$ cat src/rtl/core/i468_pkg.sv
// ----------------------------------------------------------------------------
// i468_pkg - shared types and constants for the 468 noise meter
// Coefficients, state word layout, sequencer states and multiply requests.
// ----------------------------------------------------------------------------
`default_nettype none

package i468_pkg;

  // Configuration register indexes
  localparam int CFG_IDX_W = 2;
  typedef enum logic [CFG_IDX_W-1:0] {
    CFG_FAST_ATTACK = 2'd0,
    CFG_FAST_DECAY  = 2'd1,
    CFG_SLOW_ATTACK = 2'd2,
    CFG_SLOW_DECAY  = 2'd3
  } cfg_idx_t;

  localparam logic [31:0] RST_FAST_ATTACK = 32'd59950585;
  localparam logic [31:0] RST_FAST_DECAY  = 32'd313175;
  localparam logic [31:0] RST_SLOW_ATTACK = 32'd590558;
  localparam logic [31:0] RST_SLOW_DECAY  = 32'd58161;

  // Filter coefficients, signed Q2.30, tuned for 48 kHz
  localparam logic signed [31:0] K_WHP = 32'sd415701477;
  localparam logic signed [31:0] K_A11 = -32'sd903695490;
  localparam logic signed [31:0] K_A12 = 32'sd327473540;
  localparam logic signed [31:0] K_A21 = -32'sd705236228;
  localparam logic signed [31:0] K_A22 = 32'sd254841809;
  localparam logic signed [31:0] K_A31 = -32'sd363392416;
  localparam logic signed [31:0] K_A32 = 32'sd469834085;
  localparam logic signed [31:0] K_B30 = 32'sd1058795306;
  localparam logic signed [31:0] K_B31 = 32'sd588908618;
  localparam logic signed [31:0] K_B32 = -32'sd88546289;

  // Saturation limits of the Q8.32 state, held in a widened accumulator
  localparam logic signed [43:0] S40_MAX_W = 44'sh07F_FFFF_FFFF;
  localparam logic signed [43:0] S40_MIN_W = 44'shF80_0000_0000;
  localparam logic signed [39:0] S40_MAX   = 40'sh7F_FFFF_FFFF;
  localparam logic signed [39:0] S40_MIN   = 40'sh80_0000_0000;

  // Output limits, Q5.23
  localparam logic [30:0] OUT_POS_MAX = 31'd134217727;
  localparam logic [30:0] OUT_NEG_MAX = 31'd134217728;

  // Per-channel state word
  typedef struct packed {
    logic signed [39:0] hp;
    logic signed [39:0] s1a;
    logic signed [39:0] s1b;
    logic signed [39:0] s2a;
    logic signed [39:0] s2b;
    logic signed [39:0] s3a;
    logic signed [39:0] s3b;
    logic [39:0]        zf;
    logic [39:0]        zs;
  } ch_state_t;

  // Request to the shared multiplier
  typedef struct packed {
    logic [39:0] mag;
    logic [31:0] coef;
    logic        neg;
    logic        dmode;   // 1: detector product, 0: filter product
  } mul_req_t;

  // Sequencer states
  typedef enum logic [4:0] {
    ST_IDLE, ST_LOAD, ST_HP,
    ST_A11, ST_A12, ST_A21, ST_A22, ST_A31, ST_A32,
    ST_B31, ST_B30, ST_B32,
    ST_FD, ST_SD, ST_FA, ST_FADD, ST_SA, ST_SADD,
    ST_FIN
  } seq_state_t;

  function automatic logic signed [39:0] sat40(input logic signed [43:0] v);
    logic signed [39:0] r;
    if (v > S40_MAX_W)      r = S40_MAX;
    else if (v < S40_MIN_W) r = S40_MIN;
    else                    r = v[39:0];
    return r;
  endfunction

  // Filter product: sign and magnitude split
  function automatic mul_req_t mk_cmul(input logic signed [39:0] s,
                                       input logic signed [31:0] c);
    mul_req_t r;
    r.neg   = s[39] ^ c[31];
    r.mag   = s[39] ? 40'(-s) : s;
    r.coef  = c[31] ? 32'(-c) : c;
    r.dmode = 1'b0;
    return r;
  endfunction

  // Detector product: unsigned value times Q0.32 rate
  function automatic mul_req_t mk_dmul(input logic [39:0] v, input logic [31:0] k);
    mul_req_t r;
    r.neg   = 1'b0;
    r.mag   = v;
    r.coef  = k;
    r.dmode = 1'b1;
    return r;
  endfunction

endpackage

`default_nettype wire

$ cat src/rtl/core/i468_mul.sv
// ----------------------------------------------------------------------------
// i468_mul - shared multiplier with rounding
// Registers partial products, then rounds them back to Q8.32 next cycle.
// ----------------------------------------------------------------------------
`default_nettype none

module i468_mul
  import i468_pkg::*;
(
  input  wire logic               clk,
  input  wire mul_req_t           req,
  output logic signed [41:0]      prod
);

  localparam logic [64:0] RND_C = 65'd1 << 29;
  localparam logic [64:0] RND_D = 65'd1 << 31;

  logic [63:0] p_lo_r;
  logic [39:0] p_hi_r;
  logic        neg_r;
  logic        dmode_r;

  logic [64:0] lo_c;
  logic [64:0] lo_d;
  logic [41:0] mag_c;
  logic [41:0] mag_d;
  logic [41:0] mag;

  // Partial products: low 32 bits and top byte of the operand
  always_ff @(posedge clk) begin
    p_lo_r  <= 64'(req.mag[31:0]) * 64'(req.coef);
    p_hi_r  <= 40'(req.mag[39:32]) * 40'(req.coef);
    neg_r   <= req.neg;
    dmode_r <= req.dmode;
  end

  // Filter products round ties away from zero, detector products ties up
  always_comb begin
    lo_c  = 65'(p_lo_r) + RND_C;
    lo_d  = 65'(p_lo_r) + RND_D;
    mag_c = {p_hi_r, 2'b00} + 42'(lo_c[64:30]);
    mag_d = 42'(p_hi_r) + 42'(lo_d[64:32]);
    mag   = dmode_r ? mag_d : mag_c;
    prod  = neg_r ? -$signed(mag) : $signed(mag);
  end

endmodule

`default_nettype wire

$ cat config.mk
export PLATFORM = sky130hd
export DESIGN_NAME = i468_mul
export DESIGN_NICKNAME = d
export VERILOG_FILES = /design/src/rtl/core/i468_pkg.sv /design/src/rtl/core/i468_mul.sv
export SDC_FILE = /design/constraint.sdc
export NUM_CORES = 2
export LEC_CHECK = 0
export ABC_AREA = 1
export BUFFER_PORTS_ARGS = -buffer_cell sky130_fd_sc_hd__buf_2
export CAP_MARGIN = 20
export CELL_PAD_IN_SITES_DETAIL_PLACEMENT = 1
export CELL_PAD_IN_SITES_GLOBAL_PLACEMENT = 2
export CORE_MARGIN = 4
export CORE_UTILIZATION = 39
export CTS_CLUSTER_DIAMETER = 60
export CTS_CLUSTER_SIZE = 16
export DETAILED_ROUTE_END_ITERATION = 10
export HOLD_SLACK_MARGIN = 0.12
export MAX_ROUTING_LAYER = met4
export PLACE_DENSITY = 0.86
export SETUP_SLACK_MARGIN = 0.5
export SLEW_MARGIN = 10
export SYNTH_ARGS = -nofsm -noshare
export SYNTH_HDL_FRONTEND = slang
export SYNTH_SLANG_ARGS = --single-unit
$ cat constraint.sdc
create_clock -name clk -period 8.2 [get_ports clk]
set_input_delay 0.82 -clock clk [delete_from_list [all_inputs] [get_ports clk]]
set_output_delay 0.82 -clock clk [all_outputs]
set_load 0.01 [all_outputs]
# Yosys cells after proc, flatten, opt, wreduce, memory -nomap -nowiden

Cells that the tools add are included.

Flip-flop bits (word level): 106
Bits of input ports: 75
Output and inout bits: 42
Logic and storage cells: 13

$add $sub $neg: 5
Multiply operators: 2
Mux-type cells: 2

Operators with widths:

| kind                                                              | count |
|---|---|
| 42-bit two-way mux                                                | 2 |
| 64-bit by 30-bit adder with 65-bit output (second input constant) | 1 |
| 64-bit by 32-bit adder with 65-bit output (second input constant) | 1 |
| 32-bit by 32-bit multiplier with 64-bit output                    | 1 |
| 42-bit by 35-bit adder with 42-bit output                         | 1 |
| 42-bit negator                                                    | 1 |
| 40-bit by 33-bit adder with 41-bit output                         | 1 |
| 8-bit by 32-bit multiplier with 40-bit output                     | 1 |

# Depth between registers and ports, before layout

Depth in word-level cells: 5
Depth in mapped cells: 36

# Worst setup path before layout

Ideal clock, no wire load.

Path kind: in2reg
Start: in req[62] (netlist bit)
End: reg p_lo_r[63]
Arrival time: 6.916 ns
Data required time: 8.078 ns
Slack: 1.162 ns
Stages: 28
Path buffers: 1
Cell sequence: clkbuf_1 -> nand2_1 -> fa_1 -> inv_1 -> fa_1 -> inv_1 -> fa_1 -> inv_1 -> fa_1 -> inv_1 -> fa_1 -> fa_1 -> fa_1 -> fa_1 -> inv_1 -> ha_1 -> a21oi_1 -> inv_1 -> a31oi_1 -> o21a_1 -> inv_1 -> a21oi_1 -> inv_1 -> a21oi_1 -> o21ai_0 -> nand2_1 -> nand3_1 -> xor2_1

Longest elaborated chain between the ends: 1

Ends and longest elaborated chain:

| what                                           | RTL line       | text |
|---|---|---|
| start, declared                                | i468_mul.sv:11 | `input wire mul_req_t req,` |
| 32-bit by 32-bit multiplier with 64-bit output | i468_mul.sv:31 | `p_lo_r <= 64'(req.mag[31:0]) * 64'(req.coef);` |
| end signal, assigned                           | i468_mul.sv:31 |  |
| end, declared                                  | i468_mul.sv:18 | `logic [63:0] p_lo_r;` |

No other way between the ends.

# Worst setup path in the final report

Start: in req[21] (netlist bit)
End: reg p_lo_r[44]

Same word-level chain as after synthesis.

==> summary.md <==
| Metric | Value |
|---|---|
| Port bufs | about 120 |
| FP Rows | 134 |
| Tot GR Track Use | 28.0% |
| Fin util | 42.1% |
| TritonCTS Buffers | 9 |
| Yosys cell types | between 50 and 60 |
| Fin worst setup slack | 0.707 ns |
| Seq/Total Area, Yosys | 2.93% |
| Synth-to-Final Area Change | 6.95% |
| DRT iter0 DRCs | 2679 |
| Relative max-transition margin | 38.0% |
| Vias in the first global route | 51920 |
| GR Util met1 | 37.6% |
| Ys Warns | 0 |
| CTS Root Cell | clkbuf_16 |
| Clock Sinks | 77 |
| Die area | 141000 µm² |
| Worst slew pin tran | approximately 0.93 ns |
| Post-route ant nets | 0 |
| Outcome | complete, no violations |
| Fin crit period | approximately 7.5 ns |
| Max-Cap Viols | 0 |
| Dpl hpwl | 164 mm |
| Nets | 9088 |
| Largest net degree at the start of global routing | 43 |
| Dpl cell area | 55800 µm² |
| Routed wire length | approximately 190 mm |
| DR vias | between 40000 and 50000 |
| Crit path arrival time | 7.73 ns |
| Core Footprint | 134000 µm² |
| RSZ-0062 raised after global routing | yes |
| WL/cell | 20.1 µm |
| Filler Cell Count | approximately 17000 |
| Synthesized flop and latch total | 77 |
| DRT Pass-1 Iters | 6 |
| Die W | 375 µm |
| Max-slew violation count | 0 |
| CTS tree | built |
| Worst hold path class | in2reg |
| # DRC | 0 |
| Post-route design area | 56300 µm² |
| Top Ports | 117 |
| Max FO, Critical Path | 20 |
| Max Clock Freq | 133 MHz |
| Final Hold Vio Count | 0 |
| Met2 usage | 47.0% |
| Register area | approximately 1500 µm² |
| H-tree levels | 3 |
| Syn_area_per_cell | 7.01 µm² |
| Worst Setup End Kind | register |
| Vias/cell | between 4 and 5 |
| Worst EP required | 8.44 ns |
| Initial antenna violation count | 5 |
| GR Layer Usage met3 | under 10% |
| GR Overflow Total | 0 |
| Post-Syn Area | 52700 µm² |
| Cells after synthesis | 7515 |
| Initial core utilization | about two fifths |
| WS Path Type | in2reg |
| Hold WS | 0.545 ns |
| First-pass GRT wire length | 299 mm |
| Multi-input logic area | between 40000 and 50000 µm² |
| Period utilization | 91.4% |
| Share of cells above drive strength 1 | approximately 5.3% |
| Placer Congestion | between 0.9 and 1 |
| Final Setup Violations | 0 |
| CTS Hold Buffers Added | 0 |
| Longest Clk Path Bufs | 2 |
| Post-synth net total | about 9100 |
| Gr busiest metal | met2 |
| Startpoint types | input pin |
| Die H | 375 µm |
| Clk pin slew, worst setup/hold paths | around 0.070 ns |
| Dpl ws | -0.291 ns |
## sequential cells by signal, summed over array words and instances, names as in the netlist
| register | cells |
|---|---|
| dmode_r | 1 |
| p_hi_r | 40 |
| neg_r | 1 |
| p_lo_r | 35 |
## cell usage after synthesis (all sizes together)
| library cell | instances | area [µm²] |
|---|---|---|
| and3 | 2 | 12.5 |
| o221ai | 5 | 43.8 |
| a22oi | 2 | 15.0 |
| a21boi | 9 | 67.6 |
| or4 | 1 | 7.51 |
| a221oi | 3 | 26.3 |
| clkbuf | 242 | 908 |
| o211ai | 8 | 60.1 |
| nand3b | 3 | 22.5 |
| clkinv | 3 | 11.3 |
| o22ai | 1 | 6.26 |
| a31o | 1 | 8.76 |
| o21bai | 10 | 75.1 |
| or2 | 7 | 43.8 |
| nand3 | 237 | 1240 |
| o21a | 9 | 67.6 |
| xnor2 | 41 | 359 |
| o2111ai | 1 | 8.76 |
| ha | 389 | 4870 |
| inv | 2250 | 8450 |
| a211oi | 3 | 22.5 |
| a21o | 5 | 37.5 |
| and2 | 2 | 12.5 |
| o21ai | 104 | 543 |
| buf | 24 | 114 |
| o31ai | 2 | 15.0 |
| a21oi | 193 | 970 |
| nor3 | 47 | 262 |
| dfxtp | 77 | 1540 |
| nor2 | 359 | 1450 |
| nand2 | 2195 | 8300 |
| nor4 | 12 | 75.1 |
| mux2i | 2 | 20.0 |
| fa | 1077 | 21600 |
| xor2 | 104 | 911 |
| nand4 | 40 | 256 |
| a31oi | 45 | 282 |
## cells in the final DEF, fill, tap and decap left out, types with 7 or more instances in the layout
master	n
dfxtp_1	77
inv_1	2237
a21oi_1	187
clkbuf_16	9
buf_4	166
nand3_2	9
nand2_1	2177
nand2_2	14
o211ai_1	8
a31oi_1	45
ha_1	388
clkbuf_4	22
buf_12	7
xor2_1	100
fa_1	1076
nand4_1	39
o21ai_0	94
o21a_1	9
nand3_1	227
nor3_1	42
xnor2_1	39
nor2_2	13
nor4_1	10
inv_2	13
o21bai_1	10
nor2_1	337
buf_2	86
nor2_4	8
## critical path: stages
cell	delay [ns]
clkbuf_4	0.29
buf_4	0.29
nand2_1	0.08
inv_1	0.05
fa_1	0.47
inv_1	0.06
fa_1	0.54
inv_1	0.05
fa_1	0.50
inv_1	0.07
fa_1	0.53
inv_1	0.05
fa_1	0.49
fa_1	0.43
fa_1	0.52
fa_1	0.44
ha_1	0.36
nand2_1	0.11
nor2_1	0.16
inv_1	0.11
o211ai_1	0.59
a21oi_2	0.16
buf_4	0.17
xnor2_1	0.34
## path summary, 6_finish.rpt
kind	endpoint	cells after the start	from
worst min-delay path	dmode_r	1	req[0]
worst max-delay path	p_lo_r[44]	24	req[21]
## cells by family (layout without fill, tap and decap cells)
logic type / count (synthesis) / count (layout) / synth area share [%]
xor gates and xnor gates: 145 / 145 / 2.41
DFF: 77 / 77 / 2.93
adders and majority gates: 1466 / 1466 / 50.2
AOI/OAI and AO/OA: 401 / 401 / 4.27
muxes: 2 / 2 / 0.0380
and+or+nand+nor: 2905 / 2905 / 22.2
other: 0 / 4 / 0
buffers and inverters: 2519 / 2556 / 18.0
## cell type report
| class | instances | area share, % |
|---|---|---|
| clock inverters | 7 | 0.144 |
| well taps | 1768 | 3.93 |
| flip-flops and latches | 77 | 2.74 |
| repair buffers | 287 | 3.64 |
| multi-input cells | 4919 | 74.1 |
| diodes | 4 | 0.0178 |
| clock buffers | 9 | 0.400 |
| inverters | 2253 | 15.0 |
## per-layer routing
metal | routed length (µm) | share of wire (%) | up-vias
met5 | 0 | 0 | -
met4 | 4740 | 2.5 | 0
met1 | 85700 | 46 | 23739
li1 | - | - | 21457
met2 | 89600 | 48 | 980
met3 | 7660 | 4.1 | 203
## per-stage QoR
stage	setup TNS [ns]	std cells
2_1_floorplan	0	7515
3_3_place_gp	-0.498	9300
3_5_place_dp	-0.946	9300
4_1_cts	0	9316
5_1_grt	0	9324
6_report	0	9324
## timing repair
action / in CTS / in global routing
gates cloned: 0 / 0
resized for setup: 6 / 59
hold endpoints to repair: 0 / 0
setup endpoints to repair: 15 / 28
setup buffers: 0 / 4
pin swaps: 0 / 6
Power is not shown: default switching activity piles up to over one toggle a cycle in this logic, so the estimate is an artifact.
